<file path="config.mk">
export PLATFORM = sky130hd
export DESIGN_NAME = clock_lru_page_replacement_top
export DESIGN_NICKNAME = d
export VERILOG_FILES = /design/src/rtl/clpr_pkg.sv /design/src/rtl/clock_lru_page_replacement_top.sv
export SDC_FILE = /design/constraint.sdc
export NUM_CORES = 1
export LEC_CHECK = 0
export ABC_AREA = 0
export BUFFER_PORTS_ARGS = -buffer_cell sky130_fd_sc_hd__buf_2
export CAP_MARGIN = 0
export CELL_PAD_IN_SITES_DETAIL_PLACEMENT = 1
export CELL_PAD_IN_SITES_GLOBAL_PLACEMENT = 1
export CORE_AREA = 2 2 317 240
export DETAILED_ROUTE_END_ITERATION = 10
export DIE_AREA = 0 0 319 242
export GPL_TIMING_DRIVEN = 0
export PLACE_DENSITY_LB_ADDON = 0.1
export SYNTH_ARGS = -nofsm -noshare
export SYNTH_HDL_FRONTEND = slang
export SYNTH_SLANG_ARGS = --single-unit
</file>
<file path="constraint.sdc">
create_clock -name clock -period 9.5 [get_ports clock]
set_input_delay 1.425 -clock clock [delete_from_list [all_inputs] [get_ports clock]]
set_output_delay 1.425 -clock clock [all_outputs]
set_load 0.01 [all_outputs]
</file>
<file path="src/rtl/clpr_pkg.sv">
`timescale 1ns / 1ps
`default_nettype none

package clpr_pkg;

   // defaults for the top level parameters
   localparam int QUEUE_DEPTH_DEF = 16;
   localparam int PAGE_BITS_DEF   = 20;

   // fixed field widths of the transactions
   localparam int PAGE_W = 20;
   localparam int CSR_W  = 5;

   // reset value of the residency limit and the largest queue a tick leaves untouched
   localparam logic [CSR_W-1:0] PAGE_LIMIT_RESET = CSR_W'(16);
   localparam int               MIN_FOR_TICK     = 2;

   typedef enum logic [1:0] {
      OP_MAP    = 2'd0,
      OP_ACCESS = 2'd1,
      OP_TICK   = 2'd2,
      OP_EVICT  = 2'd3
   } op_type;

   typedef enum logic [1:0] {
      KIND_DONE    = 2'd0,
      KIND_REVOKED = 2'd1,
      KIND_VICTIM  = 2'd2,
      KIND_ERROR   = 2'd3
   } kind_type;

   typedef struct packed {
      op_type              operation;
      logic [PAGE_W-1:0]   page;
   } req_type;

   typedef struct packed {
      kind_type            kind;
      logic [PAGE_W-1:0]   result_page;
      logic                last;
   } rsp_type;

   typedef enum logic [2:0] {
      ST_IDLE,
      ST_RESP,
      ST_ACCESS,
      ST_ACC_DONE,
      ST_TICK,
      ST_TICK_DONE,
      ST_EVICT
   } state_type;

endpackage

`default_nettype wire

</file>
<file path="src/rtl/clock_lru_page_replacement_top.sv">
`timescale 1ns / 1ps
`default_nettype none

// Approximate-LRU page queue. Resident pages sit in one synchronous page memory of two
// banks, used as a circular queue, with an accessed flag per slot in flip-flops (cleared
// at reset, so there is no clearing pass). Map, evict and every error or trivial tick
// present their result from the ST_RESP or ST_EVICT state, entered on acceptance, once
// the output register is free; an access scans every resident entry through the single
// memory read port and presents its result from ST_ACC_DONE after the scan; a tick with
// three or more pages walks the queue from tail to head, one entry per cycle unless a
// revoked result is due while the output register is still full, copying each entry
// compacted into the other bank, and presents its done result from ST_TICK_DONE. One transaction is
// worked on at a time; the next is taken as soon as the last result of the previous one
// sits in the output register. The residency limit is taken as the smaller of page_limit
// and QUEUE_DEPTH.
module clock_lru_page_replacement_top #(
   parameter int QUEUE_DEPTH = clpr_pkg::QUEUE_DEPTH_DEF,
   parameter int PAGE_BITS   = clpr_pkg::PAGE_BITS_DEF
) (
   input  wire logic                         clock,
   input  wire logic                         reset,
   input  wire logic                         req_valid,
   output logic                              req_ready,
   input  wire clpr_pkg::req_type            req_data,
   output logic                              rsp_valid,
   input  wire logic                         rsp_ready,
   output clpr_pkg::rsp_type                 rsp_data,
   input  wire logic                         csr_write_enable,
   input  wire logic [clpr_pkg::CSR_W-1:0]   csr_write_data
);

   localparam int IDX_W  = $clog2(QUEUE_DEPTH);
   localparam int CNT_W  = $clog2(QUEUE_DEPTH + 1);
   localparam int ADDR_W = $clog2(2 * QUEUE_DEPTH);
   localparam int CMP_W  = (CNT_W > clpr_pkg::CSR_W) ? CNT_W : clpr_pkg::CSR_W;

   // physical slot helpers for the circular queue
   function automatic logic [IDX_W-1:0] wrap_inc(input logic [IDX_W-1:0] p);
      return (p == IDX_W'(QUEUE_DEPTH - 1)) ? '0 : p + IDX_W'(1);
   endfunction

   function automatic logic [IDX_W-1:0] wrap_dec(input logic [IDX_W-1:0] p);
      return (p == '0) ? IDX_W'(QUEUE_DEPTH - 1) : p - IDX_W'(1);
   endfunction

   function automatic logic [IDX_W-1:0] wrap_add(input logic [IDX_W-1:0] a,
                                                 input logic [CNT_W-1:0] b);
      logic [IDX_W:0] s;
      s = (IDX_W+1)'(a) + (IDX_W+1)'(b);
      if (s >= (IDX_W+1)'(QUEUE_DEPTH)) begin
         s = s - (IDX_W+1)'(QUEUE_DEPTH);
      end
      return s[IDX_W-1:0];
   endfunction

   function automatic logic [ADDR_W-1:0] mem_addr(input logic b, input logic [IDX_W-1:0] i);
      return ADDR_W'(i) + (b ? ADDR_W'(QUEUE_DEPTH) : ADDR_W'(0));
   endfunction

   // state
   clpr_pkg::state_type            state_ff, state_in;
   logic [clpr_pkg::CSR_W-1:0]     page_limit_ff;
   logic [CNT_W-1:0]               count_ff;
   logic [CNT_W-1:0]               flag_cnt_ff;
   logic [IDX_W-1:0]               head_ff;
   logic                           bank_ff;
   logic [QUEUE_DEPTH-1:0]         flags_ff;

   // per transaction working registers
   logic [PAGE_BITS-1:0]           item_page_ff;
   logic [CNT_W-1:0]               left_ff;
   logic [IDX_W-1:0]               iss_p_ff;
   logic [IDX_W-1:0]               pp_ff;
   logic                           found_ff;
   logic [IDX_W-1:0]               last_p_ff;
   logic [CNT_W-1:0]               kept_pos_ff;
   logic [CNT_W-1:0]               moved_pos_ff;
   clpr_pkg::kind_type             resp_kind_ff;

   // output register
   logic                           rsp_valid_ff;
   clpr_pkg::rsp_type              rsp_data_ff;

   // page memory, two banks of QUEUE_DEPTH entries
   logic [PAGE_BITS-1:0]           page_mem [2*QUEUE_DEPTH];
   logic [PAGE_BITS-1:0]           rd_data_ff;
   logic                           rd_en;
   logic [ADDR_W-1:0]              rd_addr;
   logic                           wr_en;
   logic [ADDR_W-1:0]              wr_addr;
   logic [PAGE_BITS-1:0]           wr_data;

   // emission into the output register
   logic                           emit;
   clpr_pkg::rsp_type              emit_data;

   logic                           req_fire;
   logic                           out_free;
   logic                           map_full;
   logic                           cur_flag;
   logic                           tick_stall;
   logic [IDX_W-1:0]               map_slot;
   logic [IDX_W-1:0]               tail_p;
   logic [CNT_W-1:0]               kept_slot;
   logic [PAGE_BITS-1:0]           req_page_int;
   logic [clpr_pkg::PAGE_W-1:0]    rd_page_out;

   // page width conversion between the ports and the stored pages
   if (PAGE_BITS > clpr_pkg::PAGE_W) begin : g_page_wide
      assign req_page_int = {{(PAGE_BITS - clpr_pkg::PAGE_W){1'b0}}, req_data.page};
      assign rd_page_out  = rd_data_ff[clpr_pkg::PAGE_W-1:0];
   end else if (PAGE_BITS == clpr_pkg::PAGE_W) begin : g_page_same
      assign req_page_int = req_data.page;
      assign rd_page_out  = rd_data_ff;
   end else begin : g_page_narrow
      assign req_page_int = req_data.page[PAGE_BITS-1:0];
      assign rd_page_out  = {{(clpr_pkg::PAGE_W - PAGE_BITS){1'b0}}, rd_data_ff};
   end

   // handshake and shared conditions
   assign req_ready  = (state_ff == clpr_pkg::ST_IDLE);
   assign req_fire   = req_valid && req_ready;
   assign out_free   = !rsp_valid_ff || rsp_ready;
   assign map_full   = (count_ff == CNT_W'(QUEUE_DEPTH)) ||
                       (CMP_W'(count_ff) >= CMP_W'(page_limit_ff));
   assign cur_flag   = flags_ff[pp_ff];
   assign tick_stall = (state_ff == clpr_pkg::ST_TICK) && cur_flag && !out_free;
   assign map_slot   = wrap_add(head_ff, count_ff);
   assign tail_p     = wrap_add(head_ff, count_ff - CNT_W'(1));
   assign kept_slot  = kept_pos_ff - CNT_W'(1);

   assign rsp_valid  = rsp_valid_ff;
   assign rsp_data   = rsp_data_ff;

   // next state
   always_comb begin
      state_in = state_ff;
      unique case (state_ff)
         clpr_pkg::ST_IDLE: begin
            if (req_fire) begin
               unique case (req_data.operation)
                  clpr_pkg::OP_MAP:    state_in = clpr_pkg::ST_RESP;
                  clpr_pkg::OP_ACCESS: state_in = (count_ff == '0) ? clpr_pkg::ST_RESP
                                                                    : clpr_pkg::ST_ACCESS;
                  clpr_pkg::OP_TICK:   state_in = (count_ff <= CNT_W'(clpr_pkg::MIN_FOR_TICK))
                                                  ? clpr_pkg::ST_RESP : clpr_pkg::ST_TICK;
                  clpr_pkg::OP_EVICT:  state_in = (count_ff == '0) ? clpr_pkg::ST_RESP
                                                                    : clpr_pkg::ST_EVICT;
                  default:             state_in = clpr_pkg::ST_IDLE;
               endcase
            end
         end
         clpr_pkg::ST_ACCESS: begin
            if (left_ff == '0) state_in = clpr_pkg::ST_ACC_DONE;
         end
         clpr_pkg::ST_TICK: begin
            if (!tick_stall && left_ff == '0) state_in = clpr_pkg::ST_TICK_DONE;
         end
         clpr_pkg::ST_RESP, clpr_pkg::ST_ACC_DONE,
         clpr_pkg::ST_TICK_DONE, clpr_pkg::ST_EVICT: begin
            if (out_free) state_in = clpr_pkg::ST_IDLE;
         end
         default: state_in = clpr_pkg::ST_IDLE;
      endcase
   end

   // memory strobes and result emission
   always_comb begin
      rd_en     = 1'b0;
      rd_addr   = mem_addr(bank_ff, head_ff);
      wr_en     = 1'b0;
      wr_addr   = mem_addr(bank_ff, map_slot);
      wr_data   = req_page_int;
      emit      = 1'b0;
      emit_data = '{kind: clpr_pkg::KIND_DONE, result_page: '0, last: 1'b1};
      unique case (state_ff)
         clpr_pkg::ST_IDLE: begin
            if (req_fire) begin
               unique case (req_data.operation)
                  clpr_pkg::OP_MAP: begin
                     wr_en = !map_full;
                  end
                  clpr_pkg::OP_ACCESS, clpr_pkg::OP_EVICT: begin
                     rd_en = (count_ff != '0);
                  end
                  clpr_pkg::OP_TICK: begin
                     rd_en   = (count_ff > CNT_W'(clpr_pkg::MIN_FOR_TICK));
                     rd_addr = mem_addr(bank_ff, tail_p);
                  end
                  default: rd_en = 1'b0;
               endcase
            end
         end
         clpr_pkg::ST_RESP: begin
            emit           = out_free;
            emit_data.kind = resp_kind_ff;
         end
         clpr_pkg::ST_ACCESS: begin
            rd_en   = (left_ff != '0);
            rd_addr = mem_addr(bank_ff, iss_p_ff);
         end
         clpr_pkg::ST_TICK: begin
            // copy the current entry into the other bank, revoked ones go behind the kept
            rd_addr = mem_addr(bank_ff, iss_p_ff);
            wr_data = rd_data_ff;
            wr_addr = cur_flag ? mem_addr(!bank_ff, moved_pos_ff[IDX_W-1:0])
                               : mem_addr(!bank_ff, kept_slot[IDX_W-1:0]);
            if (!tick_stall) begin
               wr_en = 1'b1;
               rd_en = (left_ff != '0);
               emit  = cur_flag;
            end
            emit_data = '{kind: clpr_pkg::KIND_REVOKED, result_page: rd_page_out, last: 1'b0};
         end
         clpr_pkg::ST_ACC_DONE, clpr_pkg::ST_TICK_DONE: begin
            emit = out_free;
         end
         clpr_pkg::ST_EVICT: begin
            emit      = out_free;
            emit_data = '{kind: clpr_pkg::KIND_VICTIM, result_page: rd_page_out, last: 1'b1};
         end
         default: emit = 1'b0;
      endcase
   end

   // page memory
   always_ff @(posedge clock) begin
      if (wr_en) begin
         page_mem[wr_addr] <= wr_data;
      end
      if (rd_en) begin
         rd_data_ff <= page_mem[rd_addr];
      end
   end

   // output register payload
   always_ff @(posedge clock) begin
      if (emit) begin
         rsp_data_ff <= emit_data;
      end
   end

   // working registers that carry no control meaning after reset
   always_ff @(posedge clock) begin
      unique case (state_ff)
         clpr_pkg::ST_IDLE: begin
            if (req_fire) begin
               item_page_ff <= req_page_int;
               left_ff      <= count_ff - CNT_W'(1);
               kept_pos_ff  <= count_ff - flag_cnt_ff;
               moved_pos_ff <= count_ff - flag_cnt_ff;
               if (req_data.operation == clpr_pkg::OP_TICK) begin
                  pp_ff    <= tail_p;
                  iss_p_ff <= wrap_dec(tail_p);
               end else begin
                  pp_ff    <= head_ff;
                  iss_p_ff <= wrap_inc(head_ff);
               end
               unique case (req_data.operation)
                  clpr_pkg::OP_MAP:   resp_kind_ff <= map_full ? clpr_pkg::KIND_ERROR
                                                               : clpr_pkg::KIND_DONE;
                  clpr_pkg::OP_EVICT: resp_kind_ff <= clpr_pkg::KIND_ERROR;
                  default:            resp_kind_ff <= clpr_pkg::KIND_DONE;
               endcase
            end
         end
         clpr_pkg::ST_ACCESS: begin
            if (rd_data_ff == item_page_ff) begin
               last_p_ff <= pp_ff;
            end
            if (left_ff != '0) begin
               left_ff  <= left_ff - CNT_W'(1);
               pp_ff    <= iss_p_ff;
               iss_p_ff <= wrap_inc(iss_p_ff);
            end
         end
         clpr_pkg::ST_TICK: begin
            if (!tick_stall) begin
               if (cur_flag) begin
                  moved_pos_ff <= moved_pos_ff + CNT_W'(1);
               end else begin
                  kept_pos_ff <= kept_slot;
               end
               if (left_ff != '0) begin
                  left_ff  <= left_ff - CNT_W'(1);
                  pp_ff    <= iss_p_ff;
                  iss_p_ff <= wrap_dec(iss_p_ff);
               end
            end
         end
         default: begin
         end
      endcase
   end

   // control state: queue shape, flags, limit and output valid
   always_ff @(posedge clock) begin
      if (reset) begin
         state_ff      <= clpr_pkg::ST_IDLE;
         page_limit_ff <= clpr_pkg::PAGE_LIMIT_RESET;
         count_ff      <= '0;
         flag_cnt_ff   <= '0;
         head_ff       <= '0;
         bank_ff       <= 1'b0;
         flags_ff      <= '0;
         found_ff      <= 1'b0;
         rsp_valid_ff  <= 1'b0;
      end else begin
         state_ff <= state_in;
         if (csr_write_enable) begin
            page_limit_ff <= csr_write_data;
         end
         if (emit) begin
            rsp_valid_ff <= 1'b1;
         end else if (rsp_ready) begin
            rsp_valid_ff <= 1'b0;
         end
         unique case (state_ff)
            clpr_pkg::ST_IDLE: begin
               found_ff <= 1'b0;
               if (req_fire && req_data.operation == clpr_pkg::OP_MAP && !map_full) begin
                  flags_ff[map_slot] <= 1'b0;
                  count_ff           <= count_ff + CNT_W'(1);
               end
            end
            clpr_pkg::ST_ACCESS: begin
               // keep only the newest matching entry flagged, set once the scan ends
               if (rd_data_ff == item_page_ff) begin
                  found_ff        <= 1'b1;
                  flags_ff[pp_ff] <= 1'b0;
                  if (cur_flag) flag_cnt_ff <= flag_cnt_ff - CNT_W'(1);
               end
            end
            clpr_pkg::ST_ACC_DONE: begin
               if (out_free && found_ff) begin
                  flags_ff[last_p_ff] <= 1'b1;
                  flag_cnt_ff         <= flag_cnt_ff + CNT_W'(1);
               end
            end
            clpr_pkg::ST_TICK_DONE: begin
               // the rebuilt queue lives in the other bank starting at slot zero
               if (out_free) begin
                  bank_ff     <= !bank_ff;
                  head_ff     <= '0;
                  flags_ff    <= '0;
                  flag_cnt_ff <= '0;
               end
            end
            clpr_pkg::ST_EVICT: begin
               if (out_free) begin
                  flags_ff[head_ff] <= 1'b0;
                  if (flags_ff[head_ff]) flag_cnt_ff <= flag_cnt_ff - CNT_W'(1);
                  head_ff  <= wrap_inc(head_ff);
                  count_ff <= count_ff - CNT_W'(1);
               end
            end
            default: begin
            end
         endcase
      end
   end

endmodule

`default_nettype wire

</file>
==> flow_summary.html <==
<table>
<tr><th>Metric</th><th>Value</th></tr>
<tr><th colspan="2">Critical path</th></tr>
<tr><td>Worst-path fanout max</td><td>10</td></tr>
<tr><td>Worst setup path startpoint</td><td>head_ff[1]</td></tr>
<tr><td>Critical-path top delay cell</td><td>a21oi_1</td></tr>
<tr><td>Worst r2r src</td><td>head_ff[1]</td></tr>
<tr><td>Critical setup path kind</td><td>reg2reg</td></tr>
<tr><td>R2R setup slack</td><td>3680 ps</td></tr>
<tr><td>Worst setup EP type</td><td>register</td></tr>
<tr><td>Startpoint type of the worst setup path</td><td>register</td></tr>
<tr><td>Top cell by count, worst path</td><td>clkbuf_1</td></tr>
<tr><td>Kind of cell with the highest combined delay on the critical path</td><td>buffers and inverters</td></tr>
<tr><td>Worst-case reg-to-reg path depth</td><td>12</td></tr>
<tr><td>Data required time at the worst endpoint</td><td>9820 ps</td></tr>
<tr><td>Worst Path Buf+Inv</td><td>5</td></tr>
<tr><td>Critical register-to-register path endpoint</td><td>rd_data_ff[2]</td></tr>
<tr><td>Crit path arrival time</td><td>6150 ps</td></tr>
<tr><td>Critical path cell sequence</td><td>clkbuf_1, inv_1, fa_1, nor2b_1, a22oi_1, nand2_1, buf_2, buf_4, clkbuf_1, o211ai_1, a21oi_1, a211oi_1</td></tr>
<tr><td>Longest individual stage delay on the worst path</td><td>730 ps</td></tr>
<tr><th colspan="2">Floorplan</th></tr>
<tr><td>Full die area</td><td>77200 µm²</td></tr>
<tr><td>Die boundary height</td><td>242 µm</td></tr>
<tr><td>Number of placement rows</td><td>87</td></tr>
<tr><td>Die W</td><td>319 µm</td></tr>
<tr><td>Initial core utilization</td><td>44.49%</td></tr>
<tr><td>Core region area</td><td>74460 µm²</td></tr>
<tr><td># IOs</td><td>57</td></tr>
<tr><th colspan="2">Global routing</th></tr>
<tr><td>Largest net degree at the start of global routing</td><td>33</td></tr>
<tr><td>GRT Resource Usage Total</td><td>26.50%</td></tr>
<tr><td>Global-route wire length before repair</td><td>148.7 mm</td></tr>
<tr><td>Sum of overflow across all layers after global routing</td><td>0</td></tr>
<tr><td>Vias in the first global route</td><td>21300</td></tr>
<tr><td>Antenna violations before repair</td><td>6</td></tr>
<tr><th colspan="2">Timing</th></tr>
<tr><td>Top achievable clock speed</td><td>171.7 MHz</td></tr>
<tr><td>Final Critical Period</td><td>5823 ps</td></tr>
<tr><td>Slew margin rel.</td><td>4.688%</td></tr>
<tr><td>Count of final hold-check violations</td><td>0</td></tr>
<tr><td>Transition time at the pin with the least slew margin</td><td>1426 ps</td></tr>
<tr><td>Final TNS setup</td><td>0 ps</td></tr>
<tr><td>Fraction of the cycle the final worst path needs</td><td>61.30%</td></tr>
<tr><td>Final count of pins violating max slew</td><td>0</td></tr>
<tr><td>RSZ-0062 raised after global routing</td><td>false</td></tr>
<tr><td>Finish-stage setup viols</td><td>0</td></tr>
<tr><td>Final setup skew</td><td>23.57 ps</td></tr>
<tr><th colspan="2">Place</th></tr>
<tr><td>Cell area after placement</td><td>35360 µm²</td></tr>
<tr><td>Count of input and output buffers</td><td>55</td></tr>
<tr><td>Final HPWL from detailed placement</td><td>72.85 mm</td></tr>
<tr><td>Routability Congestion</td><td>0.8663</td></tr>
<tr><th colspan="2">Min path</th></tr>
<tr><td>Start point of the worst min-delay path</td><td>flags_ff[11]</td></tr>
<tr><td>Hold path endpoint</td><td>flags_ff[11]</td></tr>
<tr><td>Class of the tightest hold or removal check</td><td>reg2reg</td></tr>
<tr><td>Cell depth of the worst min-delay path</td><td>2</td></tr>
<tr><th colspan="2">Clocking</th></tr>
<tr><td>Post-CTS Repair Setup Buffers</td><td>0</td></tr>
<tr><td>Clock tree from TritonCTS</td><td>yes</td></tr>
<tr><td>CTS clock-pin slew for the worst setup and hold paths</td><td>60 ps</td></tr>
<tr><td>Number of buffers inserted during clock tree synthesis</td><td>80</td></tr>
<tr><td>Total of cells resized after clock tree synthesis</td><td>0</td></tr>
<tr><td>Number of H-tree levels</td><td>3</td></tr>
<tr><td>Clock root buffer master</td><td>clkbuf_16</td></tr>
<tr><td>Skew-Pair Late Insertion Delay</td><td>650 ps</td></tr>
<tr><td>CTS Buffer Depth</td><td>3</td></tr>
<tr><td>Clock net sink count</td><td>769</td></tr>
<tr><td>Hold-fix buffer count after cts</td><td>0</td></tr>
<tr><th colspan="2">Final layout</th></tr>
<tr><td>Most used cells in the layout excluding fill and tap cells</td><td>edfxtp_1, nand2_1, mux2i_1, clkbuf_1, a21oi_1</td></tr>
<tr><td>Most frequent standard cell in the layout excluding fill and tap cells</td><td>edfxtp_1</td></tr>
<tr><td>Multi-input combinational cell area</td><td>9653 µm²</td></tr>
<tr><td>Final instance area</td><td>38110 µm²</td></tr>
<tr><td>Final net count</td><td>2494</td></tr>
<tr><td>Synth-to-layout area growth</td><td>15.05%</td></tr>
<tr><td>Layout cells sized above 1</td><td>16.34%</td></tr>
<tr><td>Sequential cell area in the final layout</td><td>22690 µm²</td></tr>
<tr><td>Number of fillers in the final layout</td><td>7212</td></tr>
<tr><th colspan="2">Route</th></tr>
<tr><td>Post-route DRC violation count</td><td>0</td></tr>
<tr><td>Detailed Routing Iterations Pass 1</td><td>6</td></tr>
<tr><td>WL/cell</td><td>29.36 µm</td></tr>
<tr><td>Detailed Route Iter0 Violations</td><td>2018</td></tr>
<tr><td>DR vias/cell</td><td>5.950</td></tr>
<tr><td>Via count</td><td>20610</td></tr>
<tr><td>Residual antenna-violating net count after detailed routing</td><td>0</td></tr>
<tr><td>Routed Wire Length</td><td>101.7 mm</td></tr>
<tr><th colspan="2">Power and ir drop</th></tr>
<tr><td>Combinational fraction of design power</td><td>8.8%</td></tr>
<tr><td>Switching power total</td><td>1.848 mW</td></tr>
<tr><td>IR drop worst, VDD</td><td>161.3 µV</td></tr>
<tr><td>Power density over the cells</td><td>201.2 nW/µm²</td></tr>
<tr><td>Relative contribution of the clock network to total power</td><td>41.7%</td></tr>
<tr><td>Internal Power</td><td>5.822 mW</td></tr>
<tr><td>Switching share of power</td><td>24.10%</td></tr>
<tr><td>P_leak</td><td>13.08 nW</td></tr>
<tr><td>Sequential power share</td><td>49.5%</td></tr>
<tr><th colspan="2">Yosys</th></tr>
<tr><td>Register area share after synthesis</td><td>68.49%</td></tr>
<tr><td>Post-Synthesis Net Count</td><td>2320</td></tr>
<tr><td>Predominant post-synthesis flop cell</td><td>edfxtp_1</td></tr>
<tr><td>Avg Cell Area, Syn</td><td>14.74 µm²</td></tr>
<tr><td>Synthesized area</td><td>33130 µm²</td></tr>
<tr><td>Warnings from Yosys</td><td>0</td></tr>
<tr><td>Distinct cell type count after synthesis</td><td>73</td></tr>
<tr><td>Share of synthesized flip-flops with an asynchronous set or reset</td><td>0%</td></tr>
<tr><td>FF+latch count, synth</td><td>769</td></tr>
<tr><td>Synth Instances</td><td>2248</td></tr>
<tr><td>EDFF count, synth</td><td>729</td></tr>
<tr><th colspan="2">Flow run</th></tr>
<tr><td>Max-cap violations</td><td>0</td></tr>
<tr><th colspan="2">Status</th></tr>
<tr><td>Run status</td><td>completed</td></tr>
</table>
-- per-layer routing --
metal,global-route usage (%),vias up,part of all wire (%)
li1,-,9077,-
met1,39.38,10750,46
met2,39.70,681,45
met3,6.119,106,7.6
met4,6.035,0,2.0
met5,0,-,0
-- sequential cells by signal, summed over array words and instances, names as in the netlist --
signal         flops
page_limit_ff      5
head_ff            4
state_ff           3
resp_kind_ff       1
page_mem         640
item_page_ff      20
count_ff           5
rsp_valid          1
bank_ff            1
last_p_ff          4
flags_ff          16
kept_pos_ff        4
pp_ff              4
iss_p_ff           4
left_ff            5
rsp_data          23
moved_pos_ff       4
rd_data_ff        20
found_ff           1
flag_cnt_ff        4
-- cells by family (layout without fill, tap and decap cells) --
logic type / Yosys count / in the layout / synth area share, %
simple gates: 534 / 534 / 7.278
mux: 226 / 226 / 9.378
buf+inv: 209 / 445 / 2.761
other cells: 0 / 1 / 0
xor+xnor: 54 / 54 / 1.450
fa+ha+maj: 40 / 40 / 1.601
flops: 769 / 769 / 68.49
compound gates: 416 / 416 / 9.038
-- worst reg2reg max path, stage by stage, from the launching register on --
cell	delay, ps
dfxtp_1	530
clkbuf_1	570
inv_1	330
fa_1	600
nor2b_1	240
a22oi_1	210
nand2_1	470
buf_2	430
buf_4	340
clkbuf_1	500
o211ai_1	270
a21oi_1	730
a211oi_1	280
-- layout make-up --
type / instances / area share (%)
Inverter: 72 / 0.7124
Tap cell: 979 / 3.214
Multi-Input combinational cell: 1270 / 25.33
Timing Repair Buffer: 92 / 2.587
Sequential cell: 769 / 59.54
Buffer: 137 / 1.687
Antenna cell: 1 / 0.006566
Clock buffer: 91 / 5.472
Clock inverter: 53 / 1.458
-- stage by stage --
stage	util, %	total power [mW]	instances	setup slack, ps	hold WS (ps)
2_1_floorplan	-	4.256	2248	5082	444.9
3_3_place_gp	46.51	4.519	3282	2883	467.1
3_5_place_dp	47.49	4.544	3316	3230	484.3
4_1_cts	51.04	7.730	3460	3781	493.0
5_1_grt	51.19	7.904	3463	3523	509.9
6_report	51.19	7.670	3464	3677	483.8
-- Yosys cell counts, drive strengths merged (5+ instances only) --
cell	number	share of area [%]
a2111oi	21	0.56
a211oi	23	0.67
a21o	10	0.23
a21oi	87	1.3
a221oi	49	1.5
a22o	5	0.13
a22oi	12	0.27
a31oi	44	0.83
a32oi	23	0.61
and2	26	0.49
and3	6	0.11
buf	53	0.99
clkbuf	84	0.95
dfxtp	40	2.4
edfxtp	729	66
ha	36	1.4
inv	70	0.79
mux2	5	0.17
mux2i	154	4.7
mux4	67	4.6
nand2	263	3.0
nand2b	25	0.47
nand3	49	0.76
nand4	10	0.19
nor2	91	1.0
nor2b	10	0.19
nor3	24	0.38
nor3b	9	0.20
o2111ai	20	0.53
o211ai	23	0.52
o21ai	52	0.79
o221ai	6	0.16
o22ai	21	0.40
or3	7	0.13
xnor2	29	0.79
xor2	25	0.66
-- power groups by stage --
stage	Sequential (mW)	Clock (mW)	Combinational (mW)
final	3.80	3.20	0.677
after global routing	3.80	3.38	0.723
after CTS	3.80	3.25	0.676
after detailed placement	3.87	0	0.673
after global placement	3.87	0	0.648
after floorplan	3.86	0	0.396
-- how the worst max path moves through the flow --
stage | to | cells after the start
final | rd_data_ff[2] | 12
after global routing | rd_data_ff[2] | 12
after CTS | rd_data_ff[2] | 12
after detailed placement | rd_data_ff[2] | 11
after global placement | page_mem[29][2] | 9
after floorplan | page_mem[19][0] | 8
Note: power is estimated with default switching activity, not from simulation.
